$ cat src/rtl/core/dtps_pkg.sv
`timescale 1ns / 1ps

package dtps_pkg;

  localparam int SLOTS        = 16;
  localparam int TASK_ID_BITS = 8;

  localparam int SLOT_W  = (SLOTS > 1) ? $clog2(SLOTS) : 1;
  localparam int CNT_W   = $clog2(SLOTS + 1);
  localparam int START_W = CNT_W + 1;
  localparam int IDENT_W = 8;
  localparam int TIME_W  = 32;

  typedef logic [SLOT_W-1:0]       slot_t;
  typedef logic [CNT_W-1:0]        cnt_t;
  typedef logic [START_W-1:0]      start_t;
  typedef logic [TASK_ID_BITS-1:0] task_id_t;
  typedef logic [TIME_W-1:0]       time_t;

  localparam logic [2:0] ACT_CLEAR   = 3'd0;
  localparam logic [2:0] ACT_ADD     = 3'd1;
  localparam logic [2:0] ACT_TICK    = 3'd2;
  localparam logic [2:0] ACT_NEXT    = 3'd3;
  localparam logic [2:0] ACT_OUTCOME = 3'd4;

  localparam logic [1:0] OUT_FINISHED = 2'd0;
  localparam logic [1:0] OUT_REPEAT   = 2'd1;

  localparam logic [1:0] ST_OK      = 2'd0;
  localparam logic [1:0] ST_FULL    = 2'd1;
  localparam logic [1:0] ST_NONE    = 2'd2;
  localparam logic [1:0] ST_NO_DISP = 2'd3;

  typedef struct packed {
    task_id_t task_id;
    time_t    deadline;
    time_t    period;
  } entry_t;

  // broadcast to every cell of the pool
  typedef struct packed {
    logic   load;
    logic   shift;
    logic   rearm;
    time_t  tick;
    start_t start;
    cnt_t   count;
    cnt_t   cursor;
    entry_t new_entry;
  } cell_ctl_t;

endpackage

$ cat src/rtl/core/dtps_cell.sv
`timescale 1ns / 1ps

module dtps_cell (
  input  logic               clk,
  input  dtps_pkg::cell_ctl_t ctl,
  input  dtps_pkg::slot_t    slot_idx,
  input  dtps_pkg::entry_t   right,
  output dtps_pkg::entry_t   entry,
  output logic               due
);
  import dtps_pkg::*;

  cnt_t idx_c;

  assign idx_c = cnt_t'(slot_idx);

  assign due = ({1'b0, idx_c} >= ctl.start) && (idx_c < ctl.count) &&
               (entry.deadline <= ctl.tick);

  always_ff @(posedge clk) begin
    if (ctl.load && (idx_c == ctl.count)) begin
      entry <= ctl.new_entry;
    end else if (ctl.shift && (idx_c >= ctl.cursor) &&
                 ((idx_c + cnt_t'(1)) < ctl.count)) begin
      // take the neighbour's entry to close the gap
      entry <= right;
    end else if (ctl.rearm && (idx_c == ctl.cursor)) begin
      entry.deadline <= ctl.tick + entry.period;
    end
  end

endmodule

$ cat src/rtl/core/deadline_task_pool_scheduler_top.sv
`timescale 1ns / 1ps
// channel | handshake           | payload
// in      | in_valid / in_ready  | action, task_ident, delay, repeat_period, outcome
// out     | out_valid / out_ready| status, ready_task, ready_slot, pool_count
//
// Each item is captured, then its action runs over the row of pool cells
// (parallel deadline compare, priority pick, shift-left).
// One item is in flight at a time; the result register frees the input side.
// A stalled result holds the execute step until the output register drains.
// Synchronous reset empties the pool, zeroes tick, cursor and pending flag.

module deadline_task_pool_scheduler_top (
  input  logic                       clk,
  input  logic                       rst,
  input  logic                       in_valid,
  output logic                       in_ready,
  input  logic [2:0]                 action,
  input  logic [dtps_pkg::IDENT_W-1:0] task_ident,
  input  dtps_pkg::time_t            delay,
  input  dtps_pkg::time_t            repeat_period,
  input  logic [1:0]                 outcome,
  output logic                       out_valid,
  input  logic                       out_ready,
  output logic [1:0]                 status,
  output dtps_pkg::task_id_t         ready_task,
  output dtps_pkg::slot_t            ready_slot,
  output dtps_pkg::cnt_t             pool_count
);
  import dtps_pkg::*;

  typedef enum logic [1:0] {
    S_IDLE = 2'b01,
    S_EXEC = 2'b10
  } state_t;

  state_t state;

  logic [2:0] act_q;
  task_id_t   ident_q;
  time_t      delay_q;
  time_t      period_q;
  logic [1:0] outc_q;

  cnt_t  count, count_next;
  time_t tick, tick_next;
  cnt_t  cursor, cursor_next;
  logic  pending, pending_next;

  logic [1:0] status_next;
  task_id_t   rtask_next;
  slot_t      rslot_next;

  cell_ctl_t ctl;
  entry_t    entries [SLOTS];
  entry_t    rights  [SLOTS];
  logic [SLOTS-1:0] due;

  logic  found;
  slot_t pick;
  logic  out_free;
  logic  go;
  logic [15:0] ident_wide;

  assign out_free = !out_valid || out_ready;
  assign go       = (state == S_EXEC) && out_free;
  assign in_ready = (state == S_IDLE);
  assign ident_wide = {8'b0, task_ident};

  genvar g;
  generate
    for (g = 0; g < SLOTS; g++) begin : g_cell
      if (g + 1 < SLOTS) begin : g_mid
        assign rights[g] = entries[g + 1];
      end else begin : g_end
        assign rights[g] = '0;
      end
      dtps_cell u_cell (
        .clk      (clk),
        .ctl      (ctl),
        .slot_idx (slot_t'(g)),
        .right    (rights[g]),
        .entry    (entries[g]),
        .due      (due[g])
      );
    end
  endgenerate

  // priority pick: lowest due slot wins
  always_comb begin
    found = 1'b0;
    pick  = '0;
    for (int i = SLOTS - 1; i >= 0; i--) begin
      if (due[i]) begin
        found = 1'b1;
        pick  = slot_t'(i);
      end
    end
  end

  always_comb begin
    count_next   = count;
    tick_next    = tick;
    cursor_next  = cursor;
    pending_next = pending;
    status_next  = ST_OK;
    rtask_next   = '0;
    rslot_next   = '0;

    ctl.load      = 1'b0;
    ctl.shift     = 1'b0;
    ctl.rearm     = 1'b0;
    ctl.tick      = tick;
    ctl.start     = {1'b0, cursor} + start_t'(pending);
    ctl.count     = count;
    ctl.cursor    = cursor;
    ctl.new_entry.task_id  = ident_q;
    ctl.new_entry.deadline = tick + delay_q;
    ctl.new_entry.period   = period_q;

    case (act_q)
      ACT_CLEAR: begin
        count_next   = '0;
        tick_next    = '0;
        cursor_next  = '0;
        pending_next = 1'b0;
      end
      ACT_ADD: begin
        if (count < cnt_t'(SLOTS)) begin
          ctl.load   = go;
          count_next = count + cnt_t'(1);
        end else begin
          status_next = ST_FULL;
        end
      end
      ACT_TICK: begin
        tick_next = tick + time_t'(1);
      end
      ACT_NEXT: begin
        pending_next = found;
        if (found) begin
          cursor_next = cnt_t'(pick);
          rtask_next  = entries[pick].task_id;
          rslot_next  = pick;
        end else begin
          cursor_next = '0;
          status_next = ST_NONE;
        end
      end
      ACT_OUTCOME: begin
        pending_next = 1'b0;
        if (!pending || (cursor >= count)) begin
          status_next = ST_NO_DISP;
        end else if (outc_q == OUT_FINISHED) begin
          ctl.shift  = go;
          count_next = count - cnt_t'(1);
        end else begin
          ctl.rearm   = go && (outc_q == OUT_REPEAT);
          cursor_next = cursor + cnt_t'(1);
        end
      end
      default: ;
    endcase
  end

  always_ff @(posedge clk) begin
    if (rst) begin
      state     <= S_IDLE;
      out_valid <= 1'b0;
      count     <= '0;
      tick      <= '0;
      cursor    <= '0;
      pending   <= 1'b0;
    end else begin
      if (go) begin
        out_valid <= 1'b1;
      end else if (out_valid && out_ready) begin
        out_valid <= 1'b0;
      end
      unique case (state)
        S_IDLE: begin
          if (in_valid) begin
            state <= S_EXEC;
          end
        end
        S_EXEC: begin
          if (out_free) begin
            count   <= count_next;
            tick    <= tick_next;
            cursor  <= cursor_next;
            pending <= pending_next;
            state   <= S_IDLE;
          end
        end
        default: state <= S_IDLE;
      endcase
    end
  end

  always_ff @(posedge clk) begin
    if (in_valid && in_ready) begin
      act_q    <= action;
      ident_q  <= ident_wide[TASK_ID_BITS-1:0];
      delay_q  <= delay;
      period_q <= repeat_period;
      outc_q   <= outcome;
    end
    if (go) begin
      status     <= status_next;
      ready_task <= rtask_next;
      ready_slot <= rslot_next;
      pool_count <= count_next;
    end
  end

  a_count_bound: assert property (@(posedge clk) disable iff (rst)
    count <= cnt_t'(SLOTS))
    else $error("pool count beyond capacity");

  a_pending_in_pool: assert property (@(posedge clk) disable iff (rst)
    pending |-> (cursor < count))
    else $error("pending dispatch outside the pool");

  a_result_from_exec: assert property (@(posedge clk) disable iff (rst)
    $rose(out_valid) |-> $past(state == S_EXEC))
    else $error("result raised without an execute step");

  a_exec_holds: assert property (@(posedge clk) disable iff (rst)
    (state == S_EXEC && !out_free) |=> (state == S_EXEC))
    else $error("execute step left while output stalled");

endmodule

$ cat config.mk
export PLATFORM = sky130hd
export DESIGN_NAME = deadline_task_pool_scheduler_top
export DESIGN_NICKNAME = d
export VERILOG_FILES = /design/src/rtl/core/dtps_pkg.sv /design/src/rtl/core/dtps_cell.sv /design/src/rtl/core/deadline_task_pool_scheduler_top.sv
export SDC_FILE = /design/constraint.sdc
export NUM_CORES = 2
export LEC_CHECK = 0
export ABC_AREA = 1
export BUFFER_PORTS_ARGS = -buffer_cell sky130_fd_sc_hd__buf_4
export CORE_MARGIN = 2
export CORE_UTILIZATION = 59
export CTS_BUF_LIST = sky130_fd_sc_hd__clkbuf_16
export DETAILED_ROUTE_END_ITERATION = 7
export PLACE_DENSITY = 0.78
export SLEW_MARGIN = 10
export SYNTH_ARGS = -nofsm -noshare
export SYNTH_HDL_FRONTEND = slang
export SYNTH_SLANG_ARGS = --single-unit
$ cat constraint.sdc
create_clock -name clk -period 6.7 [get_ports clk]
set_input_delay 2.01 -clock clk [delete_from_list [all_inputs] [get_ports clk]]
set_output_delay 2.01 -clock clk [all_outputs]
set_load 0.03 [all_outputs]
### After elaboration in Yosys (flattened, before gate mapping)

Cells that the tools add are included.

* bits in registers: 1294
* input bits: 81
* word-level logic and storage cells: 486

* add/subtract/negate cells: 22
* magnitude comparators: 68
* equal/unequal tests: 41
* multiplexer cells: 140
* bitwise gates (word level): 1
* reduce and logical (&&, ||, !) cells: 151

Operators with widths (count)
* two-way mux 32 bit: 48
* two-way mux 72 bit: 18
* adder 32 bit: 17
* less-or-equal comparator 32 bit: 16
* binary-select mux 72 bit (select 4 bit): 1
* two-way mux 8 bit: 16
* logical AND 1 bit: 100
* equality test 4 x 5 -> 1 bit (first input constant): 16
* two-way mux 4 bit: 17
* case mux 32 bit (2 select lines): 1
* nonzero test 3 bit: 17
* >= comparator 4 x 6 -> 1 bit (first input constant): 8
* equality test 3 x 5 -> 1 bit (first input constant): 8
* >= comparator 4 x 5 -> 1 bit (first input constant): 8
* less-than comparator 4 x 5 -> 1 bit (first input constant): 8
* nonzero test 2 bit: 19
* adder 32 x 1 -> 32 bit (second input constant): 1
* case mux 5 bit (3 select lines): 2
* two-way mux 5 bit: 5
* >= comparator 3 x 6 -> 1 bit (first input constant): 4
* two-way mux 1 bit: 23
* equality test 2 x 5 -> 1 bit (first input constant): 4
* >= comparator 3 x 5 -> 1 bit (first input constant): 4
* less-than comparator 3 x 5 -> 1 bit (first input constant): 4
* 34 further kinds: 58

### Logic depth before layout (Yosys ltp)

* word-level depth: 24
* gate-level depth with buffers: 37
* depth with buffers taken out: 35

### By module

Synthesis repeated with hierarchy kept, for this count alone.

* cell total of the unflattened synthesis: 18410
* area, all modules: 122732.7 um2

By module, submodules not included
* dtps_cell at g_cell[0].u_cell ...: times used 9, cells each 1066, area an instance 7055.5 um2
* dtps_cell at g_cell[6].u_cell ...: times used 4, cells each 1101, area an instance 7165.6 um2
* dtps_cell at g_cell[12].u_cell ...: times used 2, cells each 1062, area an instance 7051.8 um2
* deadline_task_pool_scheduler_top: times used 1, cells each 1224, area an instance 9415.3 um2
* dtps_cell at g_cell[14].u_cell: times used 1, cells each 1064, area an instance 7051.8 um2

### Worst setup path before layout

OpenSTA, ideal clock, no wires.

* kind: input port to flip-flop
* from: input out_ready
* to: register g_cell[7].u_cell.entry[32] (netlist bit) (enable)
* setup time: 470 ps
* arrival time: 6199 ps
* required time: 6230 ps
* path slack: 31 ps
* stages on the path: 6
* buffers on the path: 0
* cells stage by stage: nor2_1 -> nor2_2 -> inv_1 -> nor4_1 -> inv_1 -> o31ai_1

* longest elaborated chain between the ends: 8
* elaborated cells on any way between the ends: 14
* classes of those cells: mux: 6; reduce/logical: 8

Ends and longest elaborated chain
* start: declaration: line deadline_task_pool_scheduler_top.sv:23 `input logic out_ready,`
* logical OR 1 bit (*): line deadline_task_pool_scheduler_top.sv:64 `assign out_free = !out_valid || out_ready;`
* logical AND 1 bit (*): line deadline_task_pool_scheduler_top.sv:65 `assign go = (state == S_EXEC) && out_free;`
* via go: line deadline_task_pool_scheduler_top.sv:61 `logic go;`
* logical AND 1 bit or two-way mux 1 bit (tied branches): line deadline_task_pool_scheduler_top.sv:157, deadline_task_pool_scheduler_top.sv:153
* two-way mux 1 bit or two-way mux 2 bit (tied branches): line deadline_task_pool_scheduler_top.sv:153, deadline_task_pool_scheduler_top.sv:151
* two-way mux 2 bit (on tied branches): line deadline_task_pool_scheduler_top.sv:151, deadline_task_pool_scheduler_top.sv:120
* two-way mux 2 bit or logical AND 1 bit (tied branches): line deadline_task_pool_scheduler_top.sv:120, dtps_cell.sv:23
* logical AND 1 bit (on tied branches): line dtps_cell.sv:27, dtps_cell.sv:23
* nonzero test 3 bit (no source line) (*)
* end signal: assignment: line dtps_cell.sv:22 `entry <= ctl.new_entry;`
* end signal: assignment: line dtps_cell.sv:26 `entry <= right;`
* end: declaration: line dtps_cell.sv:8 `output dtps_pkg::entry_t entry,`

The timed path passes the listed nets; every way through them passes the cells marked *.
A chain may end at the register's enable or synchronous reset.

### Worst setup path in the final report

* from: register tick[4]
* to: register ready_task[6] (data pin)

* longest elaborated chain between the ends: 22
* elaborated cells on any way between the ends: 69
* classes of those cells: order compare: 16; mux: 35; bitwise: 1; reduce/logical: 17

Ends and longest elaborated chain
* start: declaration: line deadline_task_pool_scheduler_top.sv:45 `time_t tick, tick_next;`
* start signal: assignment: line deadline_task_pool_scheduler_top.sv:188 `tick <= tick_next;`
* less-or-equal comparator 32 bit: line dtps_cell.sv:18 `(entry.deadline <= ctl.tick);`
* logical AND 1 bit: line dtps_cell.sv:17 `assign due = ({1'b0, idx_c} >= ctl.start) && (idx_c < ctl.count) &&`
* two-way mux 4 bit (16 in series): line deadline_task_pool_scheduler_top.sv:93 `if (due[i]) begin`
* NOT 4 -> 5 bit (not written as such): line deadline_task_pool_scheduler_top.sv:142 `rtask_next = entries[pick].task_id;`
* binary-select mux 72 bit (select 4 bit): line deadline_task_pool_scheduler_top.sv:142
* two-way mux 72 bit (not written as such) (2 in series): line deadline_task_pool_scheduler_top.sv:142
* end signal: assignment: line deadline_task_pool_scheduler_top.sv:209 `ready_task <= rtask_next;`
* end: declaration: line deadline_task_pool_scheduler_top.sv:25 `output dtps_pkg::task_id_t ready_task,`

Several ways; a longest one is shown, not always the timed one. The select of a mux whose other input is x is not followed.

==> results.cfg <==
[cts]
clockBufferDepth = 3
post_cts_buffers = 0
postCtsResizedCells = 0
clock_sinks = 1294
cts_buffers = 150
clk_pin_slew_ps = 70
cts-htree-levels = 4
cts_tree = built
cts_hold_buf = 0
root_buffer = clkbuf_16
clk-insertion-delay-late_ps = 850

[sta]
hold_viol = 0
finalClockSkew_ps = 39.7
period_share = 0.949
final.setup.tns_ps = 0
rsz0062_at_grt = false
worst_slew_pin_slew_ps = 1450
setup_viol = 0
finalMaxSlewViolations = 0
fmax_ghz = 0.157
relSlewSlack = 0.0354
finalCriticalPeriod_ps = 6360

[worst_setup_path]
required_ps = 7270
crit_type = register to register
cp_slowest_cell = a21oi_1
path_common_cell = nand2_1
cp_max_fo = 64
cp.arrival_ps = 6930
max_stage_delay_ps = 820
end_kind = register
critPathLaunchType = register

[synth]
avgSynthCellArea_um2 = 8.58
yosysWarnings = 0
synth_seq_area_share = 0.412
synth_area_leaders = edfxtp_1, ha_1, nand2_1
ys_ff_latch = 1294
syn_inst = 10900
synth.distinct_cells = 67
synth_top_flop_cell = edfxtp_1
synth-edff-count = 1248
async_reset_ff_frac = 0
synth_nets = 12000
yosysMostFrequentCell = nand2_1
netlist_area_um2 = 93100
yosysTopAreaCell = edfxtp_1
synth_common_cells = nand2_1, o21ai_0, edfxtp_1
yosys.area.top_type_share = 0.402

[global_routing]
grt_pass1_wl_um = 601000
grtUsageTotal = 0.519
overflow = 0
antenna_found_initial = 56
grt_pass1_vias = 86700
grt_max_degree = 108

[floorplanning]
die_width_um = 401
die_height_um = 401
initial_core_util = 0.595
rows = 145
core-area_um2 = 157000
dieArea_um2 = 161000
ios = 102

[final_layout]
final_core_util = 0.658
nets = 12100
fin_cells = 13200
post_route_cells_drive_above_1_share = 0.0709
finalInstanceArea_um2 = 103000
nFillCells = 12300
seqCellArea_um2 = 38400
areaGrowthSynthToFinish_pct = 10.6
multi_input_area_um2 = 50000

[run]
cap_viol_max_count = 0

[hold_path]
hold_path.class = register to register

[power]
netSwitchingFraction = 0.237
peakVddDrop_mv = 0.274
pwr-share-seq = 0.474
p_comb_frac = 0.042
clkPwrFrac = 0.484
powerDensity_nw_per_um2 = 181
total_power_uw = 18600
p_int_uw = 14200
power_switching_uw = 4420
p_leak_uw = 0.0439

[placed_design]
dpl_cell_area_um2 = 97700
dp.final_hpwl_um = 325000
gp_congestion = 1.10
place_inst = 12900
port_buffers = 101

[outcome]
violations = DRC
outcome = finished, violations left

[routing]
wl_per_cell_um = 32.4
ant_nets = 0
drc = 1
wirelength_um = 428000
drtPass1Iterations = 8
via_per_inst = 6.89
drt_first_iter_violations = 14600
dr_total_vias = 91000
[cells by family (layout without fill, tap and decap cells)]
| logic type | Yosys count | after routing | synth area share |
|---|---|---|---|
| fa+ha+maj | 1072 | 1072 | 0.145 |
| buf+inv | 1391 | 1647 | 0.0567 |
| xor+xnor | 471 | 471 | 0.0443 |
| compound gates | 3126 | 3126 | 0.189 |
| flops | 1294 | 1294 | 0.412 |
| other cells | 0 | 32 | 0 |
| simple gates | 3502 | 3502 | 0.153 |
| mux | 1 | 1 | 0.000121 |
[final timing paths]
kind	slack, ps	end	cells past startpoint	from
min	550	g_cell[3].u_cell.entry[7]	2	g_cell[4].u_cell.entry[7]
min reg2reg	550	g_cell[3].u_cell.entry[7]	2	g_cell[4].u_cell.entry[7]
max	340	ready_task[6]	30	tick[4]
max reg2reg	340	ready_task[6]	30	tick[4]
[through the flow]
| stage | setup WS [ps] | hold WS, ps |
|---|---|---|
| 2_1_floorplan | 31.0 | 463 |
| 6_report | 342 | 549 |
| 4_1_cts | 838 | 549 |
| 5_1_grt | 230 | 570 |
| 3_5_place_dp | 452 | 546 |
| 3_3_place_gp | 556 | 530 |
[power by group through the flow]
stage	Combinational, µW	Clock [µW]	Sequential (µW)
3_3_place_gp	698	0	9000
2_1_floorplan	286	0	8970
5_1_grt	763	9230	8830
4_1_cts	709	8930	8830
3_5_place_dp	705	0	9000
6_report	779	9030	8830
[critical path: cells and delay by family (launching register included)]
kind | cells | cell delay, ps
DFF | 1 | 760
and+or+nand+nor | 23 | 2610
buffers and inverters | 4 | 1420
AOI/OAI and AO/OA | 2 | 910
adders and majority gates | 1 | 350
[cell usage in the layout (no fill, tap or decap), types with 38 or more instances in the layout]
cell type  count
o211ai_1     247
a221oi_1      64
nand3_1      327
nand4_1       85
a31oi_1      144
edfxtp_1    1248
inv_2         44
nor2_1       568
nand2_1     2285
nor3_1       103
inv_1        935
dfxtp_1       45
a21boi_1      45
xor2_1       222
buf_4        390
o21ai_1      180
xnor2_1      239
clkbuf_16    157
ha_1        1055
a211oi_1      65
a21oi_1      874
o21bai_1      38
o21ai_0     1265
o21a_1        38
[cell type report]
| type | count | share of cell area |
|---|---|---|
| tap | 2058 | 0.0250 |
| inverter | 969 | 0.0354 |
| antenna | 32 | 0.000777 |
| clock inverter | 122 | 0.0129 |
| multi-input combinational | 8172 | 0.485 |
| clock buffer | 157 | 0.0381 |
| timing repair buffer | 399 | 0.0302 |
| sequential | 1294 | 0.373 |
[flip-flops by register name, indices dropped and copies added (netlist names)]
name                 cells
cursor                   5
state                    2
pool_count               5
g_cell.u_cell.entry   1152
ready_task               8
ident_q                  8
status                   2
tick                    32
delay_q                 32
count                    5
act_q                    3
pending                  1
ready_slot               4
out_valid                1
period_q                32
outc_q                   2
[routing by layer]
metal	wire length [µm]	global-route usage	vias up
met4	45600	0.443	40
li1	-	-	38900
met1	142000	0.608	42000
met5	294	0	-
met3	63200	0.178	2308
met2	177000	0.765	7798
(Power assumes the default switching activity.)
